<file path="config.mk">
export PLATFORM = sky130hd
export DESIGN_NAME = der_tlv_header_parser_flat
export DESIGN_NICKNAME = d
export VERILOG_FILES = /design/src/design/dtp_pkg.sv /design/src/design/dtp_if.sv /design/src/design/dtp_front.sv /design/src/design/dtp_back.sv /design/src/design/der_tlv_header_parser.sv /design/src/flat_wrapper.sv
export SDC_FILE = /design/constraint.sdc
export NUM_CORES = 1
export LEC_CHECK = 0
export BUFFER_PORTS_ARGS = -buffer_cell sky130_fd_sc_hd__clkbuf_2
export CAP_MARGIN = 10
export CORE_MARGIN = 2
export CORE_UTILIZATION = 45
export DETAILED_ROUTE_END_ITERATION = 16
export PLACE_DENSITY_LB_ADDON = 0.08
export SLEW_MARGIN = 10
export SYNTH_ARGS = -nofsm -noshare
export SYNTH_HDL_FRONTEND = slang
export SYNTH_HIERARCHICAL = 1
export SYNTH_SLANG_ARGS = --single-unit
</file>
<file path="constraint.sdc">
create_clock -name clk_i -period 29.6 [get_ports clk_i]
set_input_delay 5.92 -clock clk_i [delete_from_list [all_inputs] [get_ports clk_i]]
set_output_delay 5.92 -clock clk_i [all_outputs]
set_load 0.05 [all_outputs]
</file>
<file path="src/design/dtp_pkg.sv">
// ----------------------------------------------------------------------------
// dtp_pkg: shared types and constants of the DER TLV header parser
// Phase codes, result kinds, error codes, register indexes and the structs
// that pass between the front queue, the parser and the register block.
// ----------------------------------------------------------------------------
package dtp_pkg;

  localparam int unsigned QueueDepth = 2;
  localparam int unsigned QueuePtrW  = $clog2(QueueDepth);
  localparam int unsigned QueueCntW  = $clog2(QueueDepth + 1);

  localparam int unsigned CfgIdxW  = 2;
  localparam int unsigned CfgDataW = 64;

  typedef enum logic [2:0] {
    PH_IDENT   = 3'd0,
    PH_TAGNUM  = 3'd1,
    PH_LENIND  = 3'd2,
    PH_LENOCT  = 3'd3,
    PH_CONTENT = 3'd4,
    PH_SKIP    = 3'd5
  } phase_e;

  typedef enum logic [1:0] {
    KIND_HEADER  = 2'd0,
    KIND_CONTENT = 2'd1,
    KIND_ERROR   = 2'd2
  } kind_e;

  typedef enum logic [2:0] {
    ERR_NONE       = 3'd0,
    ERR_EOF        = 3'd1,
    ERR_NOTCANON   = 3'd2,
    ERR_TAGOVF     = 3'd3,
    ERR_INVLEN     = 3'd4,
    ERR_INDEF      = 3'd5,
    ERR_LENOVF     = 3'd6,
    ERR_UNEXPECTED = 3'd7
  } err_e;

  localparam logic [CfgIdxW-1:0] CFG_CHECK_EXPECTED       = 2'd0;
  localparam logic [CfgIdxW-1:0] CFG_EXPECTED_CLASS       = 2'd1;
  localparam logic [CfgIdxW-1:0] CFG_EXPECTED_CONSTRUCTED = 2'd2;
  localparam logic [CfgIdxW-1:0] CFG_EXPECTED_NUMBER      = 2'd3;

  // A byte as it leaves the front, with its byte-level properties decoded.
  typedef struct packed {
    logic [7:0] data_byte;
    logic       buffer_last;
    logic       low5_ones;
    logic       low7_zero;
    logic       byte_zero;
    logic       is_ff;
    logic       is_80;
  } front_item_t;

  typedef struct packed {
    logic        check_expected;
    logic [1:0]  expected_class;
    logic        expected_constructed;
    logic [63:0] expected_number;
  } cfg_t;

endpackage

</file>
<file path="src/design/dtp_if.sv">
// ----------------------------------------------------------------------------
// dtp_in_if / dtp_out_if: byte and result channels of the parser
// Valid/ready channels; a transfer happens when valid and ready are high.
// ----------------------------------------------------------------------------
interface dtp_in_if;
  logic       valid;
  logic       ready;
  logic [7:0] data_byte;
  logic       buffer_last;

  modport source (output valid, output data_byte, output buffer_last, input ready);
  modport sink   (input valid, input data_byte, input buffer_last, output ready);
endinterface

interface dtp_out_if;
  logic        valid;
  logic        ready;
  logic [1:0]  kind;
  logic [1:0]  tag_class;
  logic        constructed;
  logic [63:0] tag_number;
  logic [63:0] content_length;
  logic [7:0]  content_byte;
  logic        element_end;
  logic [2:0]  err_code;

  modport source (output valid, output kind, output tag_class, output constructed,
                  output tag_number, output content_length, output content_byte,
                  output element_end, output err_code, input ready);
  modport sink   (input valid, input kind, input tag_class, input constructed,
                  input tag_number, input content_length, input content_byte,
                  input element_end, input err_code, output ready);
endinterface

</file>
<file path="src/design/dtp_front.sv">
// ----------------------------------------------------------------------------
// dtp_front: input stage of the parser
// Accepts bytes, decodes their byte-level properties and holds them in a
// short queue so that the parser and the input side stall independently.
// ----------------------------------------------------------------------------
module dtp_front import dtp_pkg::*; (
  input  logic        clk_i,
  input  logic        rst_ni,
  dtp_in_if.sink      in_i,
  output front_item_t item_o,
  output logic        item_valid_o,
  input  logic        item_pop_i
);

  front_item_t                entry_q [QueueDepth];
  logic [QueuePtrW-1:0]       wr_ptr_q, rd_ptr_q;
  logic [QueueCntW-1:0]       count_q, count_d;
  front_item_t                cls;
  logic                       push, pop;

  always_comb begin
    cls.data_byte   = in_i.data_byte;
    cls.buffer_last = in_i.buffer_last;
    cls.low5_ones   = (in_i.data_byte[4:0] == 5'h1f);
    cls.low7_zero   = (in_i.data_byte[6:0] == 7'h00);
    cls.byte_zero   = (in_i.data_byte == 8'h00);
    cls.is_ff       = (in_i.data_byte == 8'hff);
    cls.is_80       = (in_i.data_byte == 8'h80);
  end

  assign in_i.ready   = (count_q != QueueCntW'(QueueDepth));
  assign item_valid_o = (count_q != '0);
  assign item_o       = entry_q[rd_ptr_q];
  assign push         = in_i.valid && in_i.ready;
  assign pop          = item_pop_i && item_valid_o;

  always_comb begin
    count_d = count_q;
    if (push && !pop) begin
      count_d = count_q + 1'b1;
    end else if (pop && !push) begin
      count_d = count_q - 1'b1;
    end
  end

  always_ff @(posedge clk_i or negedge rst_ni) begin
    if (!rst_ni) begin
      wr_ptr_q <= '0;
      rd_ptr_q <= '0;
      count_q  <= '0;
    end else begin
      count_q <= count_d;
      if (push) begin
        wr_ptr_q <= (wr_ptr_q == QueuePtrW'(QueueDepth - 1)) ? '0 : wr_ptr_q + 1'b1;
      end
      if (pop) begin
        rd_ptr_q <= (rd_ptr_q == QueuePtrW'(QueueDepth - 1)) ? '0 : rd_ptr_q + 1'b1;
      end
    end
  end

  always_ff @(posedge clk_i) begin
    if (push) begin
      entry_q[wr_ptr_q] <= cls;
    end
  end

endmodule

</file>
<file path="src/design/dtp_back.sv">
// ----------------------------------------------------------------------------
// dtp_back: TLV header state machine and result register
// Walks identifier, tag number, length and content phases, applies the DER
// checks and loads each result into an output register.
// ----------------------------------------------------------------------------
module dtp_back import dtp_pkg::*; (
  input  logic        clk_i,
  input  logic        rst_ni,
  input  cfg_t        cfg_i,
  input  front_item_t item_i,
  input  logic        item_valid_i,
  output logic        item_pop_o,
  dtp_out_if.source   out_o
);

  phase_e      phase_q, phase_d;
  logic [1:0]  held_class_q, held_class_d;
  logic        held_cons_q, held_cons_d;
  logic [63:0] number_q, number_d;
  logic        first_q, first_d;
  logic [63:0] length_q, length_d;
  logic [6:0]  oct_left_q, oct_left_d;
  logic [63:0] content_q, content_d;

  logic        out_valid_q, out_valid_d;
  logic [1:0]  kind_q, kind_d;
  logic [1:0]  tag_class_q, tag_class_d;
  logic        cons_q, cons_d;
  logic [63:0] tag_number_q, tag_number_d;
  logic [63:0] clen_q, clen_d;
  logic [7:0]  cbyte_q, cbyte_d;
  logic        end_q, end_d;
  logic [2:0]  ecode_q, ecode_d;

  logic        pop, last, err, fin, res;
  err_e        code;
  logic [63:0] fin_len, num_shift, len_shift;
  logic [7:0]  b;
  logic        mismatch;

  assign pop        = item_valid_i && (!out_valid_q || out_o.ready);
  assign item_pop_o = pop;
  assign b          = item_i.data_byte;
  assign last       = item_i.buffer_last;
  assign num_shift  = {number_q[56:0], b[6:0]};
  assign len_shift  = {length_q[55:0], b};
  assign mismatch   = cfg_i.check_expected &&
                      ((held_class_q != cfg_i.expected_class) ||
                       (held_cons_q != cfg_i.expected_constructed) ||
                       (number_q != cfg_i.expected_number));

  always_comb begin
    phase_d      = phase_q;
    held_class_d = held_class_q;
    held_cons_d  = held_cons_q;
    number_d     = number_q;
    first_d      = first_q;
    length_d     = length_q;
    oct_left_d   = oct_left_q;
    content_d    = content_q;
    err          = 1'b0;
    code         = ERR_NONE;
    fin          = 1'b0;
    fin_len      = '0;
    res          = 1'b0;
    kind_d       = kind_q;
    tag_class_d  = '0;
    cons_d       = 1'b0;
    tag_number_d = '0;
    clen_d       = '0;
    cbyte_d      = '0;
    end_d        = 1'b0;
    ecode_d      = ERR_NONE;

    unique case (phase_q)
      PH_TAGNUM: begin
        if (first_q && item_i.low7_zero) begin
          err = 1'b1; code = ERR_NOTCANON;
        end else begin
          first_d  = 1'b0;
          number_d = num_shift;
          if (b[7]) begin
            // Another octet follows; the value must leave room for seven more bits.
            if (|num_shift[63:57]) begin
              err = 1'b1; code = ERR_TAGOVF;
            end else if (last) begin
              err = 1'b1; code = ERR_EOF;
            end
          end else if (num_shift < 64'h1f) begin
            err = 1'b1; code = ERR_NOTCANON;
          end else if (last) begin
            err = 1'b1; code = ERR_EOF;
          end else begin
            phase_d = PH_LENIND;
          end
        end
      end
      PH_LENIND: begin
        if (item_i.is_ff) begin
          err = 1'b1; code = ERR_INVLEN;
        end else if (item_i.is_80) begin
          err = 1'b1; code = ERR_INDEF;
        end else if (b[7]) begin
          length_d = '0;
          if (last) begin
            err = 1'b1; code = ERR_EOF;
          end else begin
            oct_left_d = b[6:0];
            phase_d    = PH_LENOCT;
          end
        end else begin
          length_d = {56'd0, b};
          fin      = 1'b1;
          fin_len  = {56'd0, b};
        end
      end
      PH_LENOCT: begin
        if ((length_q == '0) && item_i.byte_zero) begin
          err = 1'b1; code = ERR_NOTCANON;
        end else if (|length_q[63:56]) begin
          err = 1'b1; code = ERR_LENOVF;
        end else begin
          length_d   = len_shift;
          oct_left_d = oct_left_q - 1'b1;
          if (oct_left_d != '0) begin
            if (last) begin
              err = 1'b1; code = ERR_EOF;
            end
          end else if (len_shift[63:7] == '0) begin
            err = 1'b1; code = ERR_NOTCANON;
          end else begin
            fin     = 1'b1;
            fin_len = len_shift;
          end
        end
      end
      PH_CONTENT: begin
        if ((content_q > 64'd1) && last) begin
          err = 1'b1; code = ERR_EOF;
        end else begin
          res       = 1'b1;
          kind_d    = KIND_CONTENT;
          cbyte_d   = b;
          content_d = content_q - 1'b1;
          if (content_d == '0) begin
            end_d   = 1'b1;
            phase_d = PH_IDENT;
          end
        end
      end
      PH_SKIP: begin
        if (last) begin
          phase_d = PH_IDENT;
        end
      end
      default: begin
        held_class_d = b[7:6];
        held_cons_d  = b[5];
        first_d      = 1'b1;
        length_d     = '0;
        oct_left_d   = '0;
        content_d    = '0;
        number_d     = item_i.low5_ones ? 64'd0 : {59'd0, b[4:0]};
        if (last) begin
          err = 1'b1; code = ERR_EOF;
        end else begin
          phase_d = item_i.low5_ones ? PH_TAGNUM : PH_LENIND;
        end
      end
    endcase

    // A complete header: truncation wins over a tag mismatch.
    if (fin) begin
      if ((fin_len != '0) && last) begin
        err = 1'b1; code = ERR_EOF;
      end else if (mismatch) begin
        err = 1'b1; code = ERR_UNEXPECTED;
      end else begin
        res          = 1'b1;
        kind_d       = KIND_HEADER;
        tag_class_d  = held_class_q;
        cons_d       = held_cons_q;
        tag_number_d = number_q;
        clen_d       = fin_len;
        end_d        = (fin_len == '0);
        content_d    = fin_len;
        phase_d      = (fin_len == '0) ? PH_IDENT : PH_CONTENT;
      end
    end

    if (err) begin
      res          = 1'b1;
      kind_d       = KIND_ERROR;
      tag_class_d  = '0;
      cons_d       = 1'b0;
      tag_number_d = '0;
      clen_d       = '0;
      cbyte_d      = '0;
      end_d        = 1'b0;
      ecode_d      = code;
      phase_d      = last ? PH_IDENT : PH_SKIP;
    end

    out_valid_d = out_valid_q && !out_o.ready;
    if (pop && res) begin
      out_valid_d = 1'b1;
    end
  end

  always_ff @(posedge clk_i or negedge rst_ni) begin
    if (!rst_ni) begin
      phase_q      <= PH_IDENT;
      held_class_q <= '0;
      held_cons_q  <= 1'b0;
      number_q     <= '0;
      first_q      <= 1'b1;
      length_q     <= '0;
      oct_left_q   <= '0;
      content_q    <= '0;
      out_valid_q  <= 1'b0;
    end else begin
      out_valid_q <= out_valid_d;
      if (pop) begin
        phase_q      <= phase_d;
        held_class_q <= held_class_d;
        held_cons_q  <= held_cons_d;
        number_q     <= number_d;
        first_q      <= first_d;
        length_q     <= length_d;
        oct_left_q   <= oct_left_d;
        content_q    <= content_d;
      end
    end
  end

  always_ff @(posedge clk_i) begin
    if (pop && res) begin
      kind_q       <= kind_d;
      tag_class_q  <= tag_class_d;
      cons_q       <= cons_d;
      tag_number_q <= tag_number_d;
      clen_q       <= clen_d;
      cbyte_q      <= cbyte_d;
      end_q        <= end_d;
      ecode_q      <= ecode_d;
    end
  end

  assign out_o.valid          = out_valid_q;
  assign out_o.kind           = kind_q;
  assign out_o.tag_class      = tag_class_q;
  assign out_o.constructed    = cons_q;
  assign out_o.tag_number     = tag_number_q;
  assign out_o.content_length = clen_q;
  assign out_o.content_byte   = cbyte_q;
  assign out_o.element_end    = end_q;
  assign out_o.err_code       = ecode_q;

endmodule

</file>
<file path="src/design/der_tlv_header_parser.sv">
// Each byte is queued in the front; its result, if any, is then registered.
// Throughput: one byte per cycle; the parser state machine takes one queued byte
// per cycle whenever the result register is free or being drained.
// Reset empties the queue and clears the parser state, the output valid and the
// expected-tag registers; the empty queue lets the block accept bytes out of reset.
// ----------------------------------------------------------------------------
// der_tlv_header_parser: streaming DER TLV header parser
// Front queue, header state machine and the expected-tag register block.
// ----------------------------------------------------------------------------
module der_tlv_header_parser import dtp_pkg::*; (
  input  logic                clk_i,
  input  logic                rst_ni,
  dtp_in_if.sink              in_i,
  dtp_out_if.source           out_o,
  input  logic                cfg_we_i,
  input  logic [CfgIdxW-1:0]  cfg_idx_i,
  input  logic [CfgDataW-1:0] cfg_wdata_i
);

  cfg_t        cfg_q;
  front_item_t item;
  logic        item_valid, item_pop;

  always_ff @(posedge clk_i or negedge rst_ni) begin
    if (!rst_ni) begin
      cfg_q <= '0;
    end else if (cfg_we_i) begin
      unique case (cfg_idx_i)
        CFG_CHECK_EXPECTED:       cfg_q.check_expected       <= cfg_wdata_i[0];
        CFG_EXPECTED_CLASS:       cfg_q.expected_class       <= cfg_wdata_i[1:0];
        CFG_EXPECTED_CONSTRUCTED: cfg_q.expected_constructed <= cfg_wdata_i[0];
        CFG_EXPECTED_NUMBER:      cfg_q.expected_number      <= cfg_wdata_i[63:0];
        default: ;
      endcase
    end
  end

  dtp_front u_front (
    .clk_i        (clk_i),
    .rst_ni       (rst_ni),
    .in_i         (in_i),
    .item_o       (item),
    .item_valid_o (item_valid),
    .item_pop_i   (item_pop)
  );

  dtp_back u_back (
    .clk_i        (clk_i),
    .rst_ni       (rst_ni),
    .cfg_i        (cfg_q),
    .item_i       (item),
    .item_valid_i (item_valid),
    .item_pop_o   (item_pop),
    .out_o        (out_o)
  );

endmodule
</file>
<file path="src/flat_wrapper.sv">
// flat-port wrapper written by rule: the top's interface ports become plain ports
module der_tlv_header_parser_flat import dtp_pkg::*;
  (clk_i, rst_ni, cfg_we_i, cfg_idx_i, cfg_wdata_i, in_i_valid, in_i_data_byte, in_i_buffer_last, in_i_ready, out_o_valid, out_o_kind, out_o_tag_class, out_o_constructed, out_o_tag_number, out_o_content_length, out_o_content_byte, out_o_element_end, out_o_err_code, out_o_ready);
  dtp_in_if in_i_i ();
  dtp_out_if out_o_i ();
  input  logic clk_i;
  input  logic rst_ni;
  input  logic cfg_we_i;
  input  logic [CfgIdxW-1:0] cfg_idx_i;
  input  logic [CfgDataW-1:0] cfg_wdata_i;
  input wire logic [$bits(in_i_i.valid)-1:0] in_i_valid;
  input wire logic [$bits(in_i_i.data_byte)-1:0] in_i_data_byte;
  input wire logic [$bits(in_i_i.buffer_last)-1:0] in_i_buffer_last;
  output wire logic [$bits(in_i_i.ready)-1:0] in_i_ready;
  output wire logic [$bits(out_o_i.valid)-1:0] out_o_valid;
  output wire logic [$bits(out_o_i.kind)-1:0] out_o_kind;
  output wire logic [$bits(out_o_i.tag_class)-1:0] out_o_tag_class;
  output wire logic [$bits(out_o_i.constructed)-1:0] out_o_constructed;
  output wire logic [$bits(out_o_i.tag_number)-1:0] out_o_tag_number;
  output wire logic [$bits(out_o_i.content_length)-1:0] out_o_content_length;
  output wire logic [$bits(out_o_i.content_byte)-1:0] out_o_content_byte;
  output wire logic [$bits(out_o_i.element_end)-1:0] out_o_element_end;
  output wire logic [$bits(out_o_i.err_code)-1:0] out_o_err_code;
  input wire logic [$bits(out_o_i.ready)-1:0] out_o_ready;
  assign in_i_i.valid = in_i_valid;
  assign in_i_i.data_byte = in_i_data_byte;
  assign in_i_i.buffer_last = in_i_buffer_last;
  assign in_i_ready = in_i_i.ready;
  assign out_o_valid = out_o_i.valid;
  assign out_o_kind = out_o_i.kind;
  assign out_o_tag_class = out_o_i.tag_class;
  assign out_o_constructed = out_o_i.constructed;
  assign out_o_tag_number = out_o_i.tag_number;
  assign out_o_content_length = out_o_i.content_length;
  assign out_o_content_byte = out_o_i.content_byte;
  assign out_o_element_end = out_o_i.element_end;
  assign out_o_err_code = out_o_i.err_code;
  assign out_o_i.ready = out_o_ready;
  der_tlv_header_parser u_core (.clk_i(clk_i), .rst_ni(rst_ni), .in_i(in_i_i), .out_o(out_o_i), .cfg_we_i(cfg_we_i), .cfg_idx_i(cfg_idx_i), .cfg_wdata_i(cfg_wdata_i));
endmodule
</file>
==> out/results.env <==
POWERDENSITY_nW_PER_UM2=113.5
DPL-INSTANCE-AREA_UM2=23360
NUMPORTBUFFERS=226
FILLERS=4417
YOSYS.AREA.TOP_TYPE_SHARE=0.3186
P_LEAK_nW=10.15
DRCVIOLATIONCOUNT=0
FINAL.SETUP.TNS_NS=0
CLOCK-SKEW-FINAL_NS=0.01667
RSZ0062_AT_GRT='no'
SYNTH-ASYNC-RESET-RATIO=0.6173
CTS_POST_SETUP_BUFFERS_INSERTED=0
SYNTH-EDFF-COUNT=173
R2R_END='u_core/u_back/content_q[63]'
TIMING.RR.START='u_core/u_back/content_q[36]'
SLOWEST_STAGE='sky130_fd_sc_hd__buf_4'
MAXIMUM_NUMBER_OF_PINS_ON_ONE_NET_BEFORE_GLOBAL_ROUTE_REPAIR=130
IO_PINS=227
CLOCK_LATENCY_NS=0.60
LAYOUT.CORE_UTILIZATION=0.5222
MOST_FREQUENT_CELL_ON_THE_CRITICAL_PATH='sky130_fd_sc_hd__buf_4'
TIMING.CRITICAL_PATH.FANOUT_MAX=129
TIMING.FINAL.HOLD_VIOLATIONS=0
ANTENNA_FOUND_INITIAL=0
TOTALWIRELENGTH_UM=66800
OUTCOME='completed'
LAYOUT-AREA-OVERHEAD-VS-SYNTH_PCT=14.40
FINISH.NET_COUNT=2316
DESIGN.CORE.AREA_UM2=47850
SYN-NUM-NETS=2160
WORST-SLEW-PIN-TRANSITION_NS=1.175
HOLDBUFCOUNTCTS=0
CLK_PATH_BUF_DEPTH=3
WORST-ENDPOINT-REQUIRED_NS=30.02
DETAIL-ROUTE-ANTENNA-NETS=0
POST_ROUTE_CELLS_DRIVE_ABOVE_1_SHARE=0.1942
CRITICAL_PATH.MAX_STAGE_DELAY_NS=0.80
HIGHEST_CLOCK_RATE_GHz=0.1188
ROUTED_WIRE_LENGTH_PER_INSTANCE_UM=23.15
WORST_HOLD_PATH.ENDPOINT='u_core/u_back/first_q'
CTS_NUM_SINKS=452
CRITPATHARRIVALTIME_NS=8.85
REGISTER_TO_REGISTER_SETUP_SLACK_NS=24.25
ROUTED-VIA-COUNT=16720
GLOBALROUTE.TOTALOVERFLOW=0
CTS.CLK_SLEW.WORST_PATHS_NS=0.06
SETUP.WORST_PATH.END_CLASS='register'
FINAL_CELLS=2886
CLOCK-ROOT-BUFFER='sky130_fd_sc_hd__clkbuf_16'
SYNTH_SEQ_CELLS=452
FINALMAXSLEWVIOLATIONS=0
MAX-VDD-IR-DROP_V=0.00008168
CTS-RESIZED-GATES=0
ANTENNA-DIODE-COUNT=0
WORSTSETUPPATHTYPE='in2reg'
DRT_PASS1_ITERATIONS=6
CRIT_CHAIN='clkbuf_2 -> nand2b_1 -> nand2_2 -> buf_4 -> inv_2 -> o21ai_4 -> buf_4 -> o21ai_0'
NUM_ROWS=80
SYNTH.AREA.TOP_CELLS='sky130_fd_sc_hd__dfrtp_1 (32%), sky130_fd_sc_hd__edfxtp_1 (24%), sky130_fd_sc_hd__nand2_1 (5.1%)'
POST_SYNTH_INSTANCE_AREA_UM2=21840
PLACE_CONGESTION=0.8821
POST-ROUTE-PERIOD-UTIL=0.2845
GRT_FIRST_PASS_WIRELENGTH_UM=100900
POST-LAYOUT-TOTAL-POWER_mW=2.837
FINALSETUPVIOLATIONS=0
TRITONCTS='done'
DIE_HEIGHT_UM=224.3
SYNTH.AVG_CELL_AREA_UM2=10.53
TIMING.HOLD.WORST.START='u_core/u_back/first_q'
CRITPATHLAUNCHTYPE='primary input'
WORSTREGTOREGCELLS=12
CTS.HTREE.LEVELS=2
TIMING.MAX_SLEW.REL_SLACK=0.2139
YOSYS.CELL_TYPES.COUNT=79
HOLD-PATH-CELL-COUNT=2
FINAL.MIN_CLOCK_PERIOD_NS=8.420
SYNTHCELLS=2074
STDCELL_AREA_UM2=24980
DP_HPWL_UM=45310
WORSTHOLDPATHTYPE='reg2reg'
FIRST_GLOBAL_VIAS=16090
SYNTH_SEQUENTIAL_AREA_RATIO=0.5577
AVGVIACOUNTPERCELL=5.792
DIEAREA_UM2=50310
DRV_CAP=0
FLOORPLAN.INITIALDENSITY=0.4564
CTS-BUFFERS-INSERTED=49
SYNTH_TOP_FLOP_CELL='sky130_fd_sc_hd__dfrtp_1'
POST-SYNTH-TOP-AREA-CELL='sky130_fd_sc_hd__dfrtp_1'
CHIPWIDTH_UM=224.3
COMBINED_GLOBAL_ROUTE_UTILIZATION_OF_ALL_METAL_LAYERS=0.2659
DP_CELLS=2794
YOSYS_WARNINGS=6
INITIALDRTVIOLATIONCOUNT=1529
## worst max path at each step
| stage | startpoint | end | slack (ns) | cells after the start |
|---|---|---|---|---|
| after floorplan | out_o_ready | u_core/u_back/out_o.constructed | 16.31 | 5 |
| after global placement | out_o_ready | u_core/u_back/number_q[35] | 20.71 | 8 |
| after detailed placement | out_o_ready | u_core/u_back/number_q[24] | 20.61 | 8 |
| after CTS | out_o_ready | u_core/u_back/number_q[24] | 21.24 | 8 |
| after global routing | out_o_ready | u_core/u_back/number_q[39] | 20.92 | 8 |
| final | out_o_ready | u_core/u_back/number_q[24] | 21.18 | 8 |
## routing by layer
metal  vias to the layer above  share of wire  GRT usage
met5                         -              0          0
met4                         0          0.027    0.07520
met3                       112          0.069    0.06009
met2                       559           0.45     0.4009
met1                      8265           0.46     0.3862
li1                       7780              -          -
## stage by stage
step / setup slack, ns / hold slack (ns)
2_1_floorplan: 16.31 / 0.4360
3_3_place_gp: 20.71 / 0.4478
3_5_place_dp: 20.61 / 0.4581
4_1_cts: 21.24 / 0.4665
5_1_grt: 20.92 / 0.5065
6_report: 21.18 / 0.4675
## flip-flops by register name, summed over array words and instances, names as in the netlist
register / cells
u_core/u_back/out_o.valid: 1
u_core/u_back/out_o.tag_number: 64
u_core/u_front/rd_ptr_q: 1
u_core/u_front/count_q: 2
u_core/u_back/out_o.tag_class: 2
u_core/u_back/content_q: 64
u_core/u_back/out_o.element_end: 1
u_core/cfg_q: 68
u_core/u_front/wr_ptr_q: 1
u_core/u_back/held_cons_q: 1
u_core/u_back/out_o.content_byte: 8
u_core/u_front/entry_q: 28
u_core/u_back/phase_q: 3
u_core/u_back/oct_left_q: 7
u_core/u_back/length_q: 64
u_core/u_back/held_class_q: 2
u_core/u_back/out_o.err_code: 3
u_core/u_back/out_o.kind: 2
u_core/u_back/out_o.constructed: 1
u_core/u_back/first_q: 1
u_core/u_back/out_o.content_length: 64
u_core/u_back/number_q: 64
## cell usage after synthesis (7+ instances only)
master and n:
sky130_fd_sc_hd__nand2_1 298, sky130_fd_sc_hd__dfrtp_1 278, sky130_fd_sc_hd__o21ai_0 193, sky130_fd_sc_hd__edfxtp_1 173
sky130_fd_sc_hd__and2_1 147, sky130_fd_sc_hd__clkbuf_1 115, sky130_fd_sc_hd__a21oi_1 97, sky130_fd_sc_hd__nor2_1 87
sky130_fd_sc_hd__nor4_1 84, sky130_fd_sc_hd__mux2_2 81, sky130_fd_sc_hd__xnor2_1 69, sky130_fd_sc_hd__nor3_1 46
sky130_fd_sc_hd__xor2_1 37, sky130_fd_sc_hd__a2bb2oi_1 31, sky130_fd_sc_hd__nand4_1 29, sky130_fd_sc_hd__or3_1 25
sky130_fd_sc_hd__a22o_1 23, sky130_fd_sc_hd__a21o_1 17, sky130_fd_sc_hd__nand3_1 16, sky130_fd_sc_hd__nand2b_1 15
sky130_fd_sc_hd__inv_1 12, sky130_fd_sc_hd__o31ai_1 11, sky130_fd_sc_hd__buf_2 10, sky130_fd_sc_hd__a211oi_1 9
sky130_fd_sc_hd__o21a_1 9, sky130_fd_sc_hd__a31oi_1 8, sky130_fd_sc_hd__nand3b_1 8, sky130_fd_sc_hd__nor3b_1 8
sky130_fd_sc_hd__and3_1 7, sky130_fd_sc_hd__or4_1 7
## cells by family after synthesis
logic type	after synthesis	synth area share
and+or+nand+nor	822	0.1948
DFF	452	0.5577
AOI/OAI and AO/OA	446	0.1246
buffers and inverters	153	0.03037
xor gates and xnor gates	106	0.04251
muxes	89	0.04658
adders and majority gates	6	0.003438
## placed cells by master, fill, tap and decap left out, types with 9 or more instances in the layout
cell	count
sky130_fd_sc_hd__mux2_2	81
sky130_fd_sc_hd__xnor2_1	69
sky130_fd_sc_hd__nand2b_1	15
sky130_fd_sc_hd__inv_1	12
sky130_fd_sc_hd__o21ai_0	192
sky130_fd_sc_hd__dfrtp_1	278
sky130_fd_sc_hd__buf_4	19
sky130_fd_sc_hd__edfxtp_1	173
sky130_fd_sc_hd__clkbuf_1	19
sky130_fd_sc_hd__nor4_1	84
sky130_fd_sc_hd__or3_1	25
sky130_fd_sc_hd__clkbuf_2	225
sky130_fd_sc_hd__and2_1	147
sky130_fd_sc_hd__clkbuf_8	9
sky130_fd_sc_hd__a21o_1	17
sky130_fd_sc_hd__nor2_1	84
sky130_fd_sc_hd__xor2_1	37
sky130_fd_sc_hd__o31ai_1	11
sky130_fd_sc_hd__nand3_1	16
sky130_fd_sc_hd__o21a_1	9
sky130_fd_sc_hd__a21oi_1	97
sky130_fd_sc_hd__nand2_1	297
sky130_fd_sc_hd__a2bb2oi_1	31
sky130_fd_sc_hd__nand4_1	29
sky130_fd_sc_hd__a22o_1	23
sky130_fd_sc_hd__nor3_1	45
sky130_fd_sc_hd__clkbuf_16	50
## final cells by class
cell class,instances,area [µm²],area share
flip-flops and latches,452,12180,0.4875
repair buffers,245,1284,0.05138
well taps,615,769.5,0.03080
clock buffers,78,1446,0.05790
inverters,13,48.80,0.001953
clock inverters,14,176.4,0.007062
multi-input cells,1469,9080,0.3634
## report_power, final
group          total (mW)  switching, mW  internal [mW]
sequential           1.01          0.136          0.875
combinational        1.21          0.914          0.291
clock               0.620          0.258          0.362
total                2.84           1.31           1.53
## critical path: cells and delay by family
kind | cells | cell delay (ns)
AO/OA/AOI/OAI | 2 | 0.42
buffers and inverters | 4 | 2.14
AND/OR/NAND/NOR | 2 | 0.22
(Power assumes the default switching activity.)
